<file path="config.mk">
export PLATFORM = sky130hd
export DESIGN_NAME = data_string_directive_parser
export DESIGN_NICKNAME = d
export VERILOG_FILES = /design/src/rtl/dsdp_pkg.sv /design/src/rtl/data_string_directive_parser.sv /design/src/rtl/dsdp_parse.sv /design/src/rtl/dsdp_resq.sv
export SDC_FILE = /design/constraint.sdc
export NUM_CORES = 1
export LEC_CHECK = 0
export ABC_AREA = 1
export BUFFER_PORTS_ARGS = -buffer_cell sky130_fd_sc_hd__buf_2
export CORE_UTILIZATION = 35
export CTS_CLUSTER_SIZE = 25
export DETAILED_ROUTE_END_ITERATION = 7
export HOLD_SLACK_MARGIN = 0.08
export PLACE_DENSITY_LB_ADDON = 0.12
export SYNTH_ARGS = -nofsm -noshare
export SYNTH_HDL_FRONTEND = slang
export SYNTH_SLANG_ARGS = --single-unit
</file>
<file path="constraint.sdc">
create_clock -name clk -period 3.5 [get_ports clk]
set_input_delay 0.525 -clock clk [delete_from_list [all_inputs] [get_ports clk]]
set_output_delay 0.525 -clock clk [all_outputs]
set_load 0.1 [all_outputs]
</file>
<file path="src/rtl/dsdp_pkg.sv">
package dsdp_pkg;

  // default word width of a parsed number
  localparam int WORD_BITS_DEF = 16;

  // result queue depth, a power of two of at least 2
  localparam int RQ_DEPTH = 4;
  localparam int RQ_PTR_W = $clog2(RQ_DEPTH);
  localparam int RQ_LVL_W = $clog2(RQ_DEPTH + 1);

  // character codes
  localparam logic [7:0] CH_NL    = 8'h0A;
  localparam logic [7:0] CH_TAB   = 8'h09;
  localparam logic [7:0] CH_SPACE = 8'h20;
  localparam logic [7:0] CH_QUOTE = 8'h22;
  localparam logic [7:0] CH_PLUS  = 8'h2B;
  localparam logic [7:0] CH_COMMA = 8'h2C;
  localparam logic [7:0] CH_MINUS = 8'h2D;
  localparam logic [7:0] CH_ZERO  = 8'h30;
  localparam logic [7:0] CH_NINE  = 8'h39;
  localparam logic [7:0] CH_TILDE = 8'h7E;

  // directive kind
  typedef enum logic {
    MODE_DATA = 1'b0,
    MODE_STR  = 1'b1
  } mode_t;

  // string scan phase
  typedef enum logic [1:0] {
    PH_BEFORE = 2'd0,
    PH_INSIDE = 2'd1,
    PH_AFTER  = 2'd2,
    PH_STOP   = 2'd3
  } phase_t;

  // line status codes
  typedef enum logic [3:0] {
    ST_OK             = 4'd0,
    ST_NO_DIGIT       = 4'd1,
    ST_LEAD_COMMA     = 4'd2,
    ST_DOUBLE_COMMA   = 4'd3,
    ST_BAD_AFTER_NUM  = 4'd4,
    ST_COMMA_NO_NEXT  = 4'd5,
    ST_SIGN_NO_DIGIT  = 4'd6,
    ST_SIGN_AFTER_NUM = 4'd7,
    ST_BAD_DATA_CHAR  = 4'd8,
    ST_TRAIL_COMMA    = 4'd9,
    ST_NO_STRING      = 4'd10,
    ST_NO_OPEN_QUOTE  = 4'd11,
    ST_BAD_STR_CHAR   = 4'd12,
    ST_NO_CLOSE_QUOTE = 4'd13,
    ST_EMPTY_STRING   = 4'd14,
    ST_TEXT_AFTER_STR = 4'd15
  } status_t;

  // one result beat
  typedef struct packed {
    logic signed [15:0] value;
    status_t            status;
    logic               last;
  } res_t;

  // results produced by one input beat, first in r0
  typedef struct packed {
    logic [1:0] cnt;
    res_t       r0;
    res_t       r1;
  } push_t;

  function automatic logic is_numeral(input logic [7:0] c);
    return (c >= CH_ZERO) && (c <= CH_NINE);
  endfunction

  function automatic logic is_blank(input logic [7:0] c);
    return (c == CH_SPACE) || (c == CH_TAB);
  endfunction

  function automatic logic is_sign(input logic [7:0] c);
    return (c == CH_PLUS) || (c == CH_MINUS);
  endfunction

  function automatic logic is_run(input logic [7:0] c);
    return is_numeral(c) || is_sign(c);
  endfunction

endpackage

</file>
<file path="src/rtl/data_string_directive_parser.sv">
// Operand line parser for integer-list and quoted-string data directives.
// One character beat is accepted per cycle while the result queue has room,
// into a registered input stage; from that register the character is checked
// against the previous one, and the number accumulator or string phase is
// updated as it leaves the register, which pushes zero, one or two result
// beats into a four-entry result queue. Result beats drain one per cycle
// while out_ready is high, and a newline that closes a number pushes two
// beats (word plus status); input ready drops only when the queue has fewer
// than two free entries. The status beat (last = 1) ends each line; words
// before it are to be kept only when that status is zero.
module data_string_directive_parser
  import dsdp_pkg::*;
#(
  parameter int WORD_BITS = WORD_BITS_DEF
) (
  input  logic               clk,
  input  logic               rst_n,
  input  logic               in_valid,
  output logic               in_ready,
  input  logic [7:0]         in_ch,
  input  logic               in_func,
  output logic               out_valid,
  input  logic               out_ready,
  output logic signed [15:0] out_value,
  output logic [3:0]         out_status,
  output logic               out_last
);

  push_t               push;
  logic                space_ok;
  logic [RQ_LVL_W-1:0] q_level;

  // character parser
  dsdp_parse #(
    .WORD_BITS(WORD_BITS)
  ) u_parse (
    .clk      (clk),
    .rst_n    (rst_n),
    .in_valid (in_valid),
    .in_ready (in_ready),
    .in_ch    (in_ch),
    .in_func  (in_func),
    .space_ok (space_ok),
    .push     (push)
  );

  // result queue
  dsdp_resq u_resq (
    .clk        (clk),
    .rst_n      (rst_n),
    .push       (push),
    .space_ok   (space_ok),
    .level      (q_level),
    .out_valid  (out_valid),
    .out_ready  (out_ready),
    .out_value  (out_value),
    .out_status (out_status),
    .out_last   (out_last)
  );

`ifndef SYNTH
  // queue never overfills
  a_level_bound: assert property (@(posedge clk) disable iff (!rst_n)
    q_level <= RQ_LVL_W'(RQ_DEPTH))
    else $error("result queue overflow");

  // status beats carry a zero value
  a_status_zero: assert property (@(posedge clk) disable iff (!rst_n)
    (out_valid && out_last) |-> (out_value == 16'sd0))
    else $error("status beat with nonzero value");

  // word beats carry status ok
  a_word_ok: assert property (@(posedge clk) disable iff (!rst_n)
    (out_valid && !out_last) |-> (out_status == ST_OK))
    else $error("word beat with nonzero status");
`endif

endmodule

</file>
<file path="src/rtl/dsdp_parse.sv">
module dsdp_parse
  import dsdp_pkg::*;
#(
  parameter int WORD_BITS = WORD_BITS_DEF
) (
  input  logic       clk,
  input  logic       rst_n,
  input  logic       in_valid,
  output logic       in_ready,
  input  logic [7:0] in_ch,
  input  logic       in_func,
  input  logic       space_ok,
  output push_t      push
);

  // input register
  logic       ivld_r;
  logic [7:0] ch_r;
  logic       func_r;

  // line state
  mode_t                line_mode_r, line_mode_nxt;
  logic [7:0]           prev_char_r, prev_char_nxt;
  logic                 prev_valid_r, prev_valid_nxt;
  logic                 in_number_r, in_number_nxt;
  logic                 comma_seen_r, comma_seen_nxt;
  logic                 digit_seen_r, digit_seen_nxt;
  logic [WORD_BITS-1:0] acc_r, acc_nxt;
  logic                 neg_r, neg_nxt;
  status_t              first_error_r, first_error_nxt;
  phase_t               phase_r, phase_nxt;
  logic                 nonempty_r, nonempty_nxt;

  // parse logic signals
  logic                        fire;
  mode_t                       mode;
  logic                        nl;
  logic                        prev_run;
  status_t                     err_code;
  status_t                     err_all;
  status_t                     line_status;
  logic                        emit;
  logic signed [15:0]          word;
  logic [WORD_BITS-1:0]        acc_base;
  logic [WORD_BITS+3:0]        acc_prod;
  logic [WORD_BITS-1:0]        wrd;
  logic signed [31:0]          wrd_ext;
  res_t                        res_word;
  res_t                        res_stat;

  assign fire     = ivld_r && space_ok;
  assign in_ready = !ivld_r || space_ok;

  // input stage
  always_ff @(posedge clk) begin
    if (!rst_n) begin
      ivld_r <= 1'b0;
    end else if (in_ready) begin
      ivld_r <= in_valid;
    end
    if (in_valid && in_ready) begin
      ch_r   <= in_ch;
      func_r <= in_func;
    end
  end

  // decimal accumulate and signed wrap of the current run
  assign acc_base = prev_run ? acc_r : '0;
  assign acc_prod = {acc_base, 3'b000} + {2'b00, acc_base, 1'b0}
                  + (WORD_BITS+4)'(ch_r - CH_ZERO);
  assign wrd      = neg_r ? (~acc_r + 1'b1) : acc_r;
  assign wrd_ext  = 32'(signed'(wrd));

  // character rules and state update
  always_comb begin
    mode           = prev_valid_r ? line_mode_r : mode_t'(func_r);
    nl             = (ch_r == CH_NL);
    prev_run       = prev_valid_r && is_run(prev_char_r);
    err_code       = ST_OK;
    emit           = 1'b0;
    word           = '0;
    line_mode_nxt  = line_mode_r;
    prev_char_nxt  = prev_char_r;
    prev_valid_nxt = prev_valid_r;
    in_number_nxt  = in_number_r;
    comma_seen_nxt = comma_seen_r;
    digit_seen_nxt = digit_seen_r;
    acc_nxt        = acc_r;
    neg_nxt        = neg_r;
    phase_nxt      = phase_r;
    nonempty_nxt   = nonempty_r;

    if (mode == MODE_DATA) begin
      // previous character checked against this one
      if (prev_valid_r) begin
        if (is_blank(prev_char_r)) begin
          if (!in_number_r) begin
            if (ch_r == CH_COMMA) begin
              err_code = comma_seen_r ? ST_DOUBLE_COMMA : ST_LEAD_COMMA;
            end
          end else if (!(is_blank(ch_r) || nl || ch_r == CH_COMMA)) begin
            err_code = ST_BAD_AFTER_NUM;
          end
        end else if (prev_char_r == CH_COMMA) begin
          if (!in_number_r) begin
            err_code = comma_seen_r ? ST_DOUBLE_COMMA : ST_LEAD_COMMA;
          end else if (ch_r == CH_COMMA || nl) begin
            err_code = ST_COMMA_NO_NEXT;
          end else begin
            in_number_nxt = 1'b0;
          end
          comma_seen_nxt = 1'b1;
        end else if (is_sign(prev_char_r)) begin
          if (!is_numeral(ch_r)) begin
            err_code = ST_SIGN_NO_DIGIT;
          end
        end else if (is_numeral(prev_char_r)) begin
          if (is_sign(ch_r)) begin
            err_code = ST_SIGN_AFTER_NUM;
          end else begin
            in_number_nxt = 1'b1;
          end
        end else begin
          err_code = ST_BAD_DATA_CHAR;
        end
      end
      // end of a number run
      if (prev_run && !is_run(ch_r)) begin
        emit = 1'b1;
        word = wrd_ext[15:0];
      end
      // start or extend a number run
      if (is_run(ch_r)) begin
        if (!prev_run) begin
          acc_nxt = '0;
          neg_nxt = (ch_r == CH_MINUS);
        end
        if (is_numeral(ch_r)) begin
          acc_nxt        = acc_prod[WORD_BITS-1:0];
          digit_seen_nxt = 1'b1;
        end
      end
    end else if (!nl) begin
      unique case (phase_r)
        PH_BEFORE: begin
          if (ch_r == CH_QUOTE) begin
            phase_nxt = PH_INSIDE;
          end else if (!is_blank(ch_r)) begin
            err_code  = ST_NO_OPEN_QUOTE;
            phase_nxt = PH_STOP;
          end
        end
        PH_INSIDE: begin
          if (ch_r == CH_QUOTE) begin
            if (!nonempty_r) begin
              err_code = ST_EMPTY_STRING;
            end
            emit      = 1'b1;
            phase_nxt = PH_AFTER;
          end else if ((ch_r >= CH_SPACE && ch_r <= CH_TILDE) || ch_r == CH_TAB) begin
            emit         = 1'b1;
            word         = {8'h00, ch_r};
            nonempty_nxt = 1'b1;
          end else begin
            err_code  = ST_BAD_STR_CHAR;
            phase_nxt = PH_STOP;
          end
        end
        PH_AFTER: begin
          if (!is_blank(ch_r)) begin
            err_code  = ST_TEXT_AFTER_STR;
            phase_nxt = PH_STOP;
          end
        end
        PH_STOP: begin
        end
        default: begin
        end
      endcase
    end else begin
      // string line ends
      if (phase_r == PH_BEFORE) begin
        err_code = ST_NO_STRING;
      end else if (phase_r == PH_INSIDE) begin
        err_code = ST_NO_CLOSE_QUOTE;
      end
    end

    // first error wins
    err_all = (first_error_r == ST_OK) ? err_code : first_error_r;

    // line status, no digit overrides in data mode
    if (mode == MODE_DATA) begin
      if (!digit_seen_nxt) begin
        line_status = ST_NO_DIGIT;
      end else if (err_all != ST_OK) begin
        line_status = err_all;
      end else begin
        line_status = in_number_nxt ? ST_OK : ST_TRAIL_COMMA;
      end
    end else begin
      line_status = err_all;
    end

    first_error_nxt = err_all;
    if (nl) begin
      line_mode_nxt   = MODE_DATA;
      prev_char_nxt   = '0;
      prev_valid_nxt  = 1'b0;
      in_number_nxt   = 1'b0;
      comma_seen_nxt  = 1'b0;
      digit_seen_nxt  = 1'b0;
      acc_nxt         = '0;
      neg_nxt         = 1'b0;
      first_error_nxt = ST_OK;
      phase_nxt       = PH_BEFORE;
      nonempty_nxt    = 1'b0;
    end else begin
      line_mode_nxt  = mode;
      prev_char_nxt  = ch_r;
      prev_valid_nxt = 1'b1;
    end
  end

  // result beats of this character
  always_comb begin
    res_word.value  = word;
    res_word.status = ST_OK;
    res_word.last   = 1'b0;
    res_stat.value  = '0;
    res_stat.status = line_status;
    res_stat.last   = 1'b1;
    push.cnt        = fire ? ({1'b0, emit} + {1'b0, nl}) : 2'd0;
    push.r0         = emit ? res_word : res_stat;
    push.r1         = res_stat;
  end

  // line state registers
  always_ff @(posedge clk) begin
    if (!rst_n) begin
      line_mode_r   <= MODE_DATA;
      prev_char_r   <= '0;
      prev_valid_r  <= 1'b0;
      in_number_r   <= 1'b0;
      comma_seen_r  <= 1'b0;
      digit_seen_r  <= 1'b0;
      acc_r         <= '0;
      neg_r         <= 1'b0;
      first_error_r <= ST_OK;
      phase_r       <= PH_BEFORE;
      nonempty_r    <= 1'b0;
    end else if (fire) begin
      line_mode_r   <= line_mode_nxt;
      prev_char_r   <= prev_char_nxt;
      prev_valid_r  <= prev_valid_nxt;
      in_number_r   <= in_number_nxt;
      comma_seen_r  <= comma_seen_nxt;
      digit_seen_r  <= digit_seen_nxt;
      acc_r         <= acc_nxt;
      neg_r         <= neg_nxt;
      first_error_r <= first_error_nxt;
      phase_r       <= phase_nxt;
      nonempty_r    <= nonempty_nxt;
    end
  end

endmodule

</file>
<file path="src/rtl/dsdp_resq.sv">
module dsdp_resq
  import dsdp_pkg::*;
(
  input  logic                clk,
  input  logic                rst_n,
  input  push_t               push,
  output logic                space_ok,
  output logic [RQ_LVL_W-1:0] level,
  output logic                out_valid,
  input  logic                out_ready,
  output logic signed [15:0]  out_value,
  output logic [3:0]          out_status,
  output logic                out_last
);

  res_t                mem [RQ_DEPTH];
  logic [RQ_PTR_W-1:0] wr_ptr_r, wr_ptr_nxt;
  logic [RQ_PTR_W-1:0] rd_ptr_r, rd_ptr_nxt;
  logic [RQ_LVL_W-1:0] level_r, level_nxt;
  logic                pop;
  logic [RQ_PTR_W-1:0] wr_ptr_p1;

  assign pop       = out_valid && out_ready;
  assign wr_ptr_p1 = wr_ptr_r + 1'b1;
  assign space_ok  = (level_r <= RQ_LVL_W'(RQ_DEPTH - 2));
  assign level     = level_r;

  // head of queue
  assign out_valid  = (level_r != '0);
  assign out_value  = mem[rd_ptr_r].value;
  assign out_status = mem[rd_ptr_r].status;
  assign out_last   = mem[rd_ptr_r].last;

  // pointer and fill bookkeeping
  always_comb begin
    wr_ptr_nxt = wr_ptr_r + RQ_PTR_W'(push.cnt);
    rd_ptr_nxt = rd_ptr_r + RQ_PTR_W'(pop);
    level_nxt  = level_r + RQ_LVL_W'(push.cnt) - RQ_LVL_W'(pop);
  end

  always_ff @(posedge clk) begin
    if (!rst_n) begin
      wr_ptr_r <= '0;
      rd_ptr_r <= '0;
      level_r  <= '0;
    end else begin
      wr_ptr_r <= wr_ptr_nxt;
      rd_ptr_r <= rd_ptr_nxt;
      level_r  <= level_nxt;
    end
  end

  // store up to two beats
  always_ff @(posedge clk) begin
    if (push.cnt != 2'd0) begin
      mem[wr_ptr_r] <= push.r0;
    end
    if (push.cnt == 2'd2) begin
      mem[wr_ptr_p1] <= push.r1;
    end
  end

endmodule

</file>
==> results.sh, run 1 <==
export IMPL_dpl_cell_area_sq_um=8750
export IMPL_drt_pre_antenna_iters=5
export IMPL_portBuffers=35
export IMPL_die_area_sq_um=23700
export IMPL_grt_overflow_total=0
export IMPL_start_kind="flop"
export IMPL_syn_to_final_growth_pct=18.6
export IMPL_groute_usage_overall=0.201
export IMPL_number_of_antenna_violations_at_the_first_check_in_global_routing=0
export IMPL_drc_errors=0
export IMPL_drt_initial_drc_count=472
export IMPL_yosysTopAreaCellShare=0.280
export IMPL_fin_worst_hold_slack_ns=0.273
export IMPL_final_max_slew_viol_count=0
export IMPL_yosysUniqueCellTypes=51
export IMPL_floorplan_die_height_um=154
export IMPL_cell_by_cell_listing_of_the_critical_path="inv_1 -> ha_1 -> inv_1 -> nor2_4 -> nand2_1 -> nand2_1 -> inv_2 -> nand2_1 -> nor2_2 -> nand2_4 -> nand2_4 -> ha_1 -> inv_1 -> nor2_4 -> nor2_4 -> nor3_4 -> inv_2 -> nand2_1 -> buf_4"
export IMPL_cts_hold_repair_buffers=0
export IMPL_synth_net_count=1177
export IMPL_clk_latency_ns=0.42
export IMPL_ys_ff_latch=138
export IMPL_grt_pass1_vias=7061
export IMPL_slowest_stage="sky130_fd_sc_hd__edfxtp_1"
export IMPL_cts_sinks=138
export IMPL_wl_per_cell_um=15.5
export IMPL_post_route_cells_drive_above_1_share=0.181
export IMPL_worst_ep_required_time_ns=3.64
export IMPL_peakVddDrop_uv=348
export IMPL_n_antenna_cell=0
export IMPL_critPathMaxFanout=7
export IMPL_fin_util=0.423
export IMPL_row_count=55
export IMPL_maxClockFrequency_mhz=303
export IMPL_clk_root_buffer_cell="sky130_fd_sc_hd__clkbuf_16"
export IMPL_synth_area_leaders="sky130_fd_sc_hd__dfxtp_1 28%, sky130_fd_sc_hd__nand2_1 13%, sky130_fd_sc_hd__edfxtp_1 9.3%"
export IMPL_finalWeightedCongestion=0.853
export IMPL_worst_case_clock_skew_ns=0.0108
export IMPL_fillerInstances=2324
export IMPL_synth_top_cell_by_area="sky130_fd_sc_hd__dfxtp_1"
export IMPL_grt_first_pass_wirelength_um=37500
export IMPL_critPathCaptureType="flop"
export IMPL_effective_utilization_at_floorplan=0.357
export IMPL_timing_setup_critical_path_class="reg2reg"
export IMPL_largest_net_degree_at_the_start_of_global_routing=44
export IMPL_design_final_nets=1244
export IMPL_power_density_cell_area_nw_per_um2=602
export IMPL_floorplan_io_pins=36
export IMPL_ant_nets=0
export IMPL_dp_hpwl_um=16800
export IMPL_worst_slew_pin_transition_ns=0.902
export IMPL_total_power_mw=5.77
export IMPL_finish_instance_area_sq_um=9580
export IMPL_postSynthAreaPerCell_sq_um=7.20
export IMPL_cts_buffers_inserted=17
export IMPL_most_prevalent_standard_cell_on_the_critical_path="sky130_fd_sc_hd__nand2_1"
export IMPL_wl_um=23000
export IMPL_crit_path_max_incr_delay_ns=0.44
export IMPL_synth_area_sq_um=8080
export IMPL_min_period_over_period=0.941
export IMPL_cts_tree="yes"
export IMPL_ys_seq_area_frac=0.373
export IMPL_cts_buffer_depth=2
export IMPL_postSynthCellCount=1122
export IMPL_cts_htree_levels=4
export IMPL_yosys_warnings=0
export IMPL_outcome="finished, final reports clean"
export IMPL_power_static_leakage_nw=4.19
export IMPL_clk_pin_slew_worst_paths_ns=0.07
export IMPL_rrSetupSlack_ns=0.21
export IMPL_hold_class="in2reg"
export IMPL_slew_headroom=0.398
export IMPL_dr_total_vias=7433
export IMPL_critPathArrivalTime_ns=3.43
export IMPL_setup_total_negative_slack_ns=0
export IMPL_maxCapViolations=0
export IMPL_dieWidth_um=154
export IMPL_core_area_sq_um=22600
export IMPL_setup_violations=0
export IMPL_report_final_hold_viol_count=0
export IMPL_viasPerCell=5.00
export IMPL_period_minus_slack_ns=3.29
registers in the layout (all words and copies together) (netlist names):
signal / cells
u_parse.first_error_r: 4
u_resq.wr_ptr_r: 2
u_parse.ivld_r: 1
u_resq.rd_ptr_r: 2
u_resq.level: 3
u_parse.phase_r: 2
u_parse.prev_char_r: 8
u_parse.line_mode_r: 1
u_parse.ch_r: 8
u_resq.mem: 84
u_parse.prev_valid_r: 1
u_parse.acc_r: 16
u_parse.in_number_r: 1
u_parse.digit_seen_r: 1
u_parse.neg_r: 1
u_parse.comma_seen_r: 1
u_parse.func_r: 1
u_parse.nonempty_r: 1
per-layer routing:
layer  routed length, um  global-route usage
met5                   0                   0
met4                 179              0.0505
met3                 642              0.0355
met2               10700               0.325
met1               11500               0.276
power breakdown:
part           internal, mW  switching (mW)  leakage, nW
Combinational         0.451            1.77         2.75
Clock                  1.05           0.761        0.294
Sequential             1.68          0.0631         1.15
Total                  3.18            2.59         4.19
cells in the final DEF (no fill, tap or decap), types with 7 or more instances in the layout:
cell                        netlist  routed
sky130_fd_sc_hd__nand3_1         40      40
sky130_fd_sc_hd__nand4_1          8       8
sky130_fd_sc_hd__buf_4            0      50
sky130_fd_sc_hd__ha_1            31      25
sky130_fd_sc_hd__xnor2_1         10       9
sky130_fd_sc_hd__dfxtp_1        113     110
sky130_fd_sc_hd__o21ai_0        105     100
sky130_fd_sc_hd__o211ai_1        10      10
sky130_fd_sc_hd__inv_1           94      94
sky130_fd_sc_hd__o22ai_1         21      21
sky130_fd_sc_hd__nor2_2          11      21
sky130_fd_sc_hd__nor2_1         137     124
sky130_fd_sc_hd__nand2_1        275     273
sky130_fd_sc_hd__nor2_4           5       8
sky130_fd_sc_hd__inv_2           25      24
sky130_fd_sc_hd__fa_1            11      10
sky130_fd_sc_hd__nor3_1           8       7
sky130_fd_sc_hd__a21oi_1         64      60
sky130_fd_sc_hd__edfxtp_1        25      25
sky130_fd_sc_hd__o21ai_1         22      22
sky130_fd_sc_hd__clkbuf_16        0      19
sky130_fd_sc_hd__xor2_1          14      14
sky130_fd_sc_hd__buf_2           14      35
area by class of cell:
cell class / instances / area (sq um) / share of cell area
clock buffer: 21 / 503 / 0.0525
clock inverter: 11 / 91.3 / 0.00953
inverter: 120 / 455 / 0.0475
multi-input combinational: 826 / 4590 / 0.479
sequential: 138 / 3020 / 0.315
tap: 285 / 357 / 0.0372
timing repair buffer: 86 / 571 / 0.0595
worst paths after layout:
check | start | endpoint | cells after the start
worst min-delay path | in_func | u_parse.func_r | 1
worst max-delay path | u_parse.ch_r[4] | u_resq.mem[1][4] | 19
worst max register to register | u_parse.ch_r[4] | u_resq.mem[1][4] | 19
worst min register to register | u_resq.mem[2][11] | u_resq.mem[2][11] | 2
critical path, delay by kind of cell (launching register included):
family                   cells  cell delay (ns)
adder cells (fa/ha/maj)      2             0.47
buffers and inverters        6             0.64
flip-flops                   1             0.44
AND/OR/NAND/NOR             11             1.48
cells in the mapped netlist (all sizes together):
cell type  number
a311oi          1
buf            16
a211oi          1
ha             31
o211a           1
nand4           8
o2111ai         1
o211ai         10
nor2          153
o31ai           2
nor3           12
clkbuf         22
o21bai          3
xnor2          10
nand3b          2
o22ai          27
o21ai         128
and2            1
a22o            4
a31oi           3
a22oi           1
a2bb2oi         2
xor2           14
nand2         279
nand3          43
inv           120
a21boi          2
dfxtp         113
a21oi          66
nor4            1
fa             11
or2             2
o21a            3
edfxtp         25
a21o            3
o311ai          1
cell families after synthesis:
group           synth area share
compound gates             0.185
xor+xnor                  0.0260
fa+ha+maj                 0.0753
buf+inv                   0.0759
flops                      0.373
simple gates               0.265
metrics by stage:
step                instances  setup WS, ns
global route             1487      -0.00355
finish                   1487         0.205
detailed placement       1442       -0.0967
CTS                      1474        0.0388
global placement         1442        -0.102
floorplan                1122         0.105
timing repair:
action | CTS | global route
pin swaps | 0 | 7
endpoints found under the setup margin | 5 | 103
hold endpoints to repair | 0 | 0
buffers inserted | 0 | 13
gates resized for setup | 7 | 39
Note: power is estimated with default switching activity, not from simulation.
==> inputs of run 2 (changes only) <==
--- a/config.mk
+++ b/config.mk
@@ -8,10 +8,12 @@
 export ABC_AREA = 1
 export BUFFER_PORTS_ARGS = -buffer_cell sky130_fd_sc_hd__buf_2
 export CORE_UTILIZATION = 35
+export CTS_BUF_LIST = sky130_fd_sc_hd__clkbuf_2 sky130_fd_sc_hd__clkbuf_4 sky130_fd_sc_hd__clkbuf_8
 export CTS_CLUSTER_SIZE = 25
 export DETAILED_ROUTE_END_ITERATION = 7
 export HOLD_SLACK_MARGIN = 0.08
 export PLACE_DENSITY_LB_ADDON = 0.12
+export SLEW_MARGIN = 20
 export SYNTH_ARGS = -nofsm -noshare
 export SYNTH_HDL_FRONTEND = slang
 export SYNTH_SLANG_ARGS = --single-unit
==> run 2 against run 1 <==
Compared with the run above:
- global-route usage down 0.12 points
- hold slack got worse by 0.035 ns
- sequential power barely moved
- clock skew increased by 0.014 ns
- maximum frequency decreased by 0.16%
- setup slack got worse by 0.0053 ns
- die area is the same
- final cell count down 0.27%
- critical path type unchanged
- flip-flop and latch count did not move
- clock power is 24% lower
- largest cell class unchanged
- non-clock buffer count down 4
- core utilization is 0.85 points lower
==> results.sh, run 2 (same netlist as run 1, synthesis figures left out) <==
export IMPL_drt_initial_drc_count=446
export IMPL_worst_case_clock_skew_ns=0.0249
export IMPL_crit_path_start="u_parse.prev_char_r[3]"
export IMPL_outcome="finished, final reports clean"
export IMPL_fin_worst_hold_slack_ns=0.238
export IMPL_critPathCapture="u_parse.acc_r[14]"
export IMPL_hold_class="in2reg"
export IMPL_worstRegToRegCells=20
export IMPL_biggestRegsByFlops="u_resq.mem: 84 flops, u_parse.acc_r: 16 flops"
export IMPL_critPathCaptureType="flop"
export IMPL_rrSetupSlack_ns=0.20
export IMPL_power_static_leakage_nw=4.09
export IMPL_power_density_cell_area_nw_per_um2=569
export IMPL_wl_um=22900
export IMPL_largest_register="u_resq.mem"
export IMPL_worst_slew_pin_transition_ns=0.888
export IMPL_timing_setup_critical_path_class="reg2reg"
export IMPL_period_minus_slack_ns=3.30
export IMPL_post_route_cells_drive_above_1_share=0.179
export IMPL_ant_nets=0
export IMPL_clk_root_buffer_cell="sky130_fd_sc_hd__clkbuf_8"
export IMPL_stdcell_count=1483
export IMPL_cts_buffers_inserted=17
export IMPL_floorplan_io_pins=36
export IMPL_cts_htree_levels=4
export IMPL_min_period_over_period=0.943
export IMPL_dr_total_vias=7428
export IMPL_m1WireLength_um=11300
export IMPL_maxClockFrequency_mhz=303
export IMPL_layout_area_seq_sq_um=3020
export IMPL_clk_pin_slew_worst_paths_ns=0.09
export IMPL_setup_violations=0
export IMPL_start_kind="flop"
export IMPL_route_top_layer_used="met4"
export IMPL_dp_worst_setup_slack_ns=-0.0967
export IMPL_die_area_sq_um=23700
export IMPL_worst_ep_required_time_ns=3.86
export IMPL_largest_register_ff_count=84
export IMPL_routed_wl_met3_um=874
export IMPL_design_final_nets=1240
export IMPL_slew_headroom=0.408
export IMPL_report_final_hold_viol_count=0
export IMPL_floorplan_die_height_um=154
export IMPL_finalWeightedCongestion=0.853
export IMPL_cts_buffer_depth=2
export IMPL_wl_per_cell_um=15.5
export IMPL_effective_utilization_at_floorplan=0.357
export IMPL_dieWidth_um=154
export IMPL_largest_net_degree_at_the_start_of_global_routing=44
export IMPL_critPathMaxFanout=4
export IMPL_layout_cells_most_common="sky130_fd_sc_hd__nand2_1"
export IMPL_peakVddDrop_uv=361
export IMPL_fillerInstances=2347
export IMPL_grt_pass1_vias=7023
export IMPL_fin_util=0.415
export IMPL_drt_pre_antenna_iters=5
export IMPL_grt_first_pass_wirelength_um=37300
export IMPL_portBuffers=35
export IMPL_maxCapViolations=0
export IMPL_final_worst_setup_slack_ns=0.200
export IMPL_route_met2_wl_um=10600
export IMPL_clk_latency_ns=0.45
export IMPL_groute_usage_overall=0.200
export IMPL_viasPerCell=5.01
export IMPL_reg2reg_to="u_parse.acc_r[14]"
export IMPL_final_max_slew_viol_count=0
export IMPL_cts_tree="yes"
export IMPL_drc_errors=0
export IMPL_dp_hpwl_um=16800
export IMPL_row_count=55
export IMPL_core_area_sq_um=22600
export IMPL_final_cell_mix="273 x sky130_fd_sc_hd__nand2_1, 126 x sky130_fd_sc_hd__nor2_1, 110 x sky130_fd_sc_hd__dfxtp_1, 101 x sky130_fd_sc_hd__o21ai_0, 94 x sky130_fd_sc_hd__inv_1"
export IMPL_cts_sinks=138
export IMPL_critPathArrivalTime_ns=3.66
export IMPL_crit_reg2reg_launch="u_parse.prev_char_r[3]"
export IMPL_placed_cells_incl_taps=1442
export IMPL_number_of_antenna_violations_at_the_first_check_in_global_routing=0
export IMPL_syn_to_final_growth_pct=16.2
export IMPL_n_antenna_cell=0
export IMPL_grt_overflow_total=0
export IMPL_multiInputGateArea_sq_um=4600
-- run 2: per-stage QoR --
step	setup TNS, ns	cell area, sq um	total power [mW]
2_1_floorplan	0	8080	3.55
3_3_place_gp	-0.165	8750	3.99
3_5_place_dp	-0.300	8750	3.98
4_1_cts	0	9170	5.38
5_1_grt	-0.0543	9390	5.64
6_report	0	9390	5.35
-- run 2: what timing repair did --
action,4_1_cts,5_1_grt
setup buffers,0,9
cloned,0,0
hold buffers,0,0
gates resized for setup,7,38
pin swaps,0,7
endpoints found under the setup margin,5,105
-- run 2: layout make-up --
cell class / count / area share
multi-input combinational: 826 / 0.490
sequential: 138 / 0.321
timing repair buffer: 82 / 0.0589
inverter: 120 / 0.0485
tap: 285 / 0.0380
clock buffer: 19 / 0.0278
clock inverter: 13 / 0.0161
-- run 2: worst max-delay path, cell delays in order (launching register included) --
cell,delay (ns)
sky130_fd_sc_hd__dfxtp_2,0.35
sky130_fd_sc_hd__inv_2,0.05
sky130_fd_sc_hd__nor2_2,0.12
sky130_fd_sc_hd__nand3_2,0.08
sky130_fd_sc_hd__a21oi_2,0.18
sky130_fd_sc_hd__buf_4,0.14
sky130_fd_sc_hd__nor2_1,0.05
sky130_fd_sc_hd__nor2_2,0.18
sky130_fd_sc_hd__buf_4,0.15
sky130_fd_sc_hd__nand2_2,0.09
sky130_fd_sc_hd__inv_1,0.08
sky130_fd_sc_hd__fa_1,0.46
sky130_fd_sc_hd__ha_4,0.31
sky130_fd_sc_hd__inv_1,0.08
sky130_fd_sc_hd__nor3_2,0.21
sky130_fd_sc_hd__nand3_1,0.11
sky130_fd_sc_hd__nand4_1,0.13
sky130_fd_sc_hd__nor2_1,0.06
sky130_fd_sc_hd__o21ai_2,0.14
sky130_fd_sc_hd__o211ai_1,0.11
sky130_fd_sc_hd__a21oi_1,0.12
-- run 2: how the worst min path moves through the flow --
stage | start | endpoint | slack, ns | depth (start not counted)
global placement | u_resq.mem[2][10] | u_resq.mem[2][10] | 0.43 | 2
global route | in_ch[2] | u_parse.ch_r[2] | 0.21 | 1
floorplan | u_resq.mem[1][0] | u_resq.mem[1][0] | 0.42 | 2
detailed placement | u_resq.mem[2][10] | u_resq.mem[2][10] | 0.44 | 2
finish | in_func | u_parse.func_r | 0.24 | 1
CTS | in_func | u_parse.func_r | 0.21 | 1
-- run 2: power breakdown --
group | leakage, nW | internal [mW] | switching [mW]
sequential | 1.15 | 1.68 | 0.0658
combinational | 2.73 | 0.450 | 1.76
clock | 0.211 | 0.690 | 0.694
total | 4.09 | 2.82 | 2.53
-- run 2: routing by layer --
layer	vias up	track usage
met4	0	0.0448
met3	13	0.0355
met2	141	0.323
met5	-	0
li1	3819	-
met1	3455	0.277
==> inputs of run 3 (changes only) <==
--- a/config.mk
+++ b/config.mk
@@ -16,4 +16,5 @@
 export SLEW_MARGIN = 20
 export SYNTH_ARGS = -nofsm -noshare
 export SYNTH_HDL_FRONTEND = slang
+export SYNTH_HIERARCHICAL = 1
 export SYNTH_SLANG_ARGS = --single-unit
==> run 3 against run 2 <==
Compared with the run above:
- synthesized area is 14% higher
- count of clock-buffer cells in the layout is 1 lower
- synthesized cell count is 2.0% higher
- wire length is 2.7% higher
- critical endpoint is now u_parse/acc_r[15]
==> results.sh, run 3 <==
export IMPL_clk_latency_ns=0.45
export IMPL_finish_instance_area_sq_um=10600
export IMPL_largest_net_degree_at_the_start_of_global_routing=46
export IMPL_yosys_warnings=6
export IMPL_n_antenna_cell=0
export IMPL_slew_headroom=0.382
export IMPL_power_density_cell_area_nw_per_um2=467
export IMPL_dieWidth_um=164
export IMPL_cts_sinks=138
export IMPL_start_kind="flop"
export IMPL_critPathMaxFanout=10
export IMPL_drt_initial_drc_count=423
export IMPL_largest_register_ff_count=84
export IMPL_setup_violations=0
export IMPL_power_static_leakage_nw=4.29
export IMPL_core_area_sq_um=25500
export IMPL_dr_total_vias=7476
export IMPL_post_route_cells_drive_above_1_share=0.226
export IMPL_wl_um=23600
export IMPL_ys_ff_latch=138
export IMPL_critPathArrivalTime_ns=3.60
export IMPL_groute_usage_overall=0.185
export IMPL_synth_async_sr_flop_share=0
export IMPL_drc_errors=0
export IMPL_clk_pin_slew_worst_paths_ns=0.09
export IMPL_final_cell_mix="226 x sky130_fd_sc_hd__nand2_1, 117 x sky130_fd_sc_hd__nor2_1, 111 x sky130_fd_sc_hd__inv_1, 93 x sky130_fd_sc_hd__edfxtp_1, 67 x sky130_fd_sc_hd__o21ai_0"
export IMPL_timing_setup_critical_path_class="reg2reg"
export IMPL_hold_class="in2reg"
export IMPL_largest_register="u_resq/mem"
export IMPL_ys_seq_area_frac=0.402
export IMPL_number_of_antenna_violations_at_the_first_check_in_global_routing=0
export IMPL_drt_pre_antenna_iters=4
export IMPL_rsz_0062_raised_after_global_routing="yes"
export IMPL_floorplan_die_height_um=164
export IMPL_postSynthCellCount=1145
export IMPL_synthFlopType="sky130_fd_sc_hd__edfxtp_1"
export IMPL_cts_hold_repair_buffers=0
export IMPL_floorplan_io_pins=36
export IMPL_grt_pass1_vias=7027
export IMPL_cts_tree="yes"
export IMPL_final_max_slew_viol_count=0
export IMPL_synth_area_sq_um=9190
export IMPL_postSynthAreaPerCell_sq_um=8.03
export IMPL_design_final_nets=1271
export IMPL_final_worst_setup_slack_ns=0.195
export IMPL_grt_overflow_total=0
export IMPL_syn_to_final_growth_pct=15.8
export IMPL_grt_first_pass_wirelength_um=37900
export IMPL_dpl_cell_area_sq_um=9940
export IMPL_fillerInstances=2602
export IMPL_row_count=58
export IMPL_effective_utilization_at_floorplan=0.361
export IMPL_viasPerCell=4.79
export IMPL_worstRegToRegCells=22
export IMPL_synth_top_cell_by_area="sky130_fd_sc_hd__edfxtp_1"
export IMPL_dp_worst_setup_slack_ns=-0.0878
export IMPL_cts_htree_levels=4
export IMPL_biggestRegsByFlops="u_resq/mem: 84 flops, u_parse/acc_r: 16 flops"
export IMPL_peakVddDrop_uv=614
export IMPL_worstHoldStart="in_ch[3]"
export IMPL_report_final_hold_viol_count=0
export IMPL_synth_area_leaders="sky130_fd_sc_hd__edfxtp_1 30%, sky130_fd_sc_hd__dfxtp_1 9.8%, sky130_fd_sc_hd__nand2_1 9.4%"
export IMPL_critPathCaptureType="flop"
export IMPL_die_area_sq_um=26900
export IMPL_rrSetupSlack_ns=0.19
export IMPL_ant_nets=0
export IMPL_portBuffers=35
export IMPL_worst_ep_required_time_ns=3.79
export IMPL_min_period_over_period=0.944
export IMPL_synth_top_cells_by_count="230 x sky130_fd_sc_hd__nand2_1, 134 x sky130_fd_sc_hd__nor2_1, 111 x sky130_fd_sc_hd__inv_1"
export IMPL_maxClockFrequency_mhz=303
export IMPL_outcome="finished, final reports clean"
export IMPL_period_minus_slack_ns=3.31
export IMPL_worst_case_clock_skew_ns=0.0111
export IMPL_yosysTopAreaCellShare=0.304
export IMPL_yosysUniqueCellTypes=53
export IMPL_wl_per_cell_um=15.1
export IMPL_count_of_flip_flops_with_a_built_in_enable_after_synthesis=93
export IMPL_cts_buffer_depth=2
export IMPL_cts_buffers_inserted=17
export IMPL_worst_slew_pin_transition_ns=0.925
export IMPL_fin_util=0.418
export IMPL_clk_root_buffer_cell="sky130_fd_sc_hd__clkbuf_8"
export IMPL_reg2reg_to="u_parse/acc_r[15]"
export IMPL_post_synth_top_count_cell="sky130_fd_sc_hd__nand2_1"
export IMPL_crit_reg2reg_launch="u_parse/prev_char_r[5]"
export IMPL_layout_cells_most_common="sky130_fd_sc_hd__nand2_1"
export IMPL_maxCapViolations=0
export IMPL_worstHoldEndpoint="u_parse/ch_r[3]"
export IMPL_hold_depth=1
export IMPL_finalWeightedCongestion=0.834
export IMPL_dp_hpwl_um=17100
[run 3: changes by cell type after synthesis, sizes merged, moves of 5 or more]
cell    delta
xor2       +5
buf       +30
nand2     -36
xnor2      -7
edfxtp    +68
inv        +8
nand3      -5
o211ai     -7
o21ai     +42
dfxtp     -68
nor2       -6
[run 3: worst max-delay path by stage]
stage,from,to,slack (ns),depth (start not counted)
after floorplan,u_parse/ch_r[4],u_resq/mem[1][0],0.09,16
after CTS,u_parse/prev_char_r[7],u_parse/acc_r[14],0.005,25
after global routing,u_parse/prev_char_r[5],u_parse/acc_r[15],-0.06,23
after global placement,u_parse/prev_char_r[7],u_parse/acc_r[15],-0.003,22
after detailed placement,u_parse/prev_char_r[7],u_parse/acc_r[15],-0.09,22
final,u_parse/prev_char_r[5],u_parse/acc_r[15],0.19,22
[run 3: area by class of cell]
class,count,area [sq um],area share
Clock buffer,18,241,0.0227
Multi-Input combinational cell,827,4870,0.457
Timing Repair Buffer,104,792,0.0744
Tap cell,330,413,0.0388
Clock inverter,14,136,0.0128
Inverter,131,502,0.0471
Sequential cell,138,3700,0.347
[run 3: timing repair]
item / 4_1_cts / 5_1_grt
setup buffers: 0 / 11
pin swaps: 0 / 12
cloned: 0 / 0
gates resized for setup: 8 / 57
setup endpoints to repair: 3 / 97
hold endpoints to repair: 0 / 0
[run 3: logic make-up (layout without fill, tap and decap cells)]
group | after synthesis | in the layout | share of synthesized area
AOI/OAI and AO/OA | 294 | 294 | 0.190
xor gates and xnor gates | 22 | 22 | 0.0210
adders and majority gates | 39 | 39 | 0.0621
buffers and inverters | 195 | 267 | 0.105
DFF | 138 | 138 | 0.402
other | 2 | 17 | 0.000817
and+or+nand+nor | 455 | 455 | 0.219
[run 3: worst max-delay path: stages, from the launching register on]
cell                       delay, ns
sky130_fd_sc_hd__dfxtp_2        0.35
sky130_fd_sc_hd__inv_2          0.04
sky130_fd_sc_hd__nor2_1         0.10
sky130_fd_sc_hd__nand2_2        0.08
sky130_fd_sc_hd__inv_2          0.06
sky130_fd_sc_hd__nand2_1        0.05
sky130_fd_sc_hd__inv_2          0.07
sky130_fd_sc_hd__nor2_4         0.04
sky130_fd_sc_hd__nor2_4         0.17
sky130_fd_sc_hd__inv_6          0.10
sky130_fd_sc_hd__buf_4          0.17
sky130_fd_sc_hd__nor2_2         0.12
sky130_fd_sc_hd__inv_1          0.09
sky130_fd_sc_hd__fa_1           0.52
sky130_fd_sc_hd__inv_1          0.05
sky130_fd_sc_hd__ha_1           0.34
sky130_fd_sc_hd__nand2_1        0.12
sky130_fd_sc_hd__nor2_1         0.05
sky130_fd_sc_hd__a211oi_1       0.21
sky130_fd_sc_hd__o21ai_2        0.10
sky130_fd_sc_hd__nand3b_1       0.16
sky130_fd_sc_hd__nand3_1        0.09
sky130_fd_sc_hd__a21oi_1        0.06
[run 3: per-stage QoR]
| step | hold WS, ns | TNS (ns) | cells | total power [mW] |
|---|---|---|---|---|
| 3_5_place_dp | 0.457 | -0.176 | 1519 | 3.71 |
| 6_report | 0.247 | 0 | 1562 | 4.97 |
| 5_1_grt | 0.222 | -0.0784 | 1562 | 5.27 |
| 3_3_place_gp | 0.452 | -0.00310 | 1519 | 3.71 |
| 2_1_floorplan | 0.436 | 0 | 1160 | 3.33 |
| 4_1_cts | 0.218 | 0 | 1551 | 5.00 |
[run 3: per-layer routing]
metal / vias to the layer above / share of wire / GRT usage
li1: 3949 / - / -
met1: 3403 / 0.50 / 0.255
met2: 101 / 0.46 / 0.297
met3: 23 / 0.025 / 0.0275
met4: 0 / 0.017 / 0.0551
met5: - / 0 / 0
[run 3: report_power, final]
group / internal, mW / switching [mW]
sequential: 1.80 / 0.0534
clock: 0.584 / 0.699
combinational: 0.420 / 1.41
total: 2.81 / 2.17
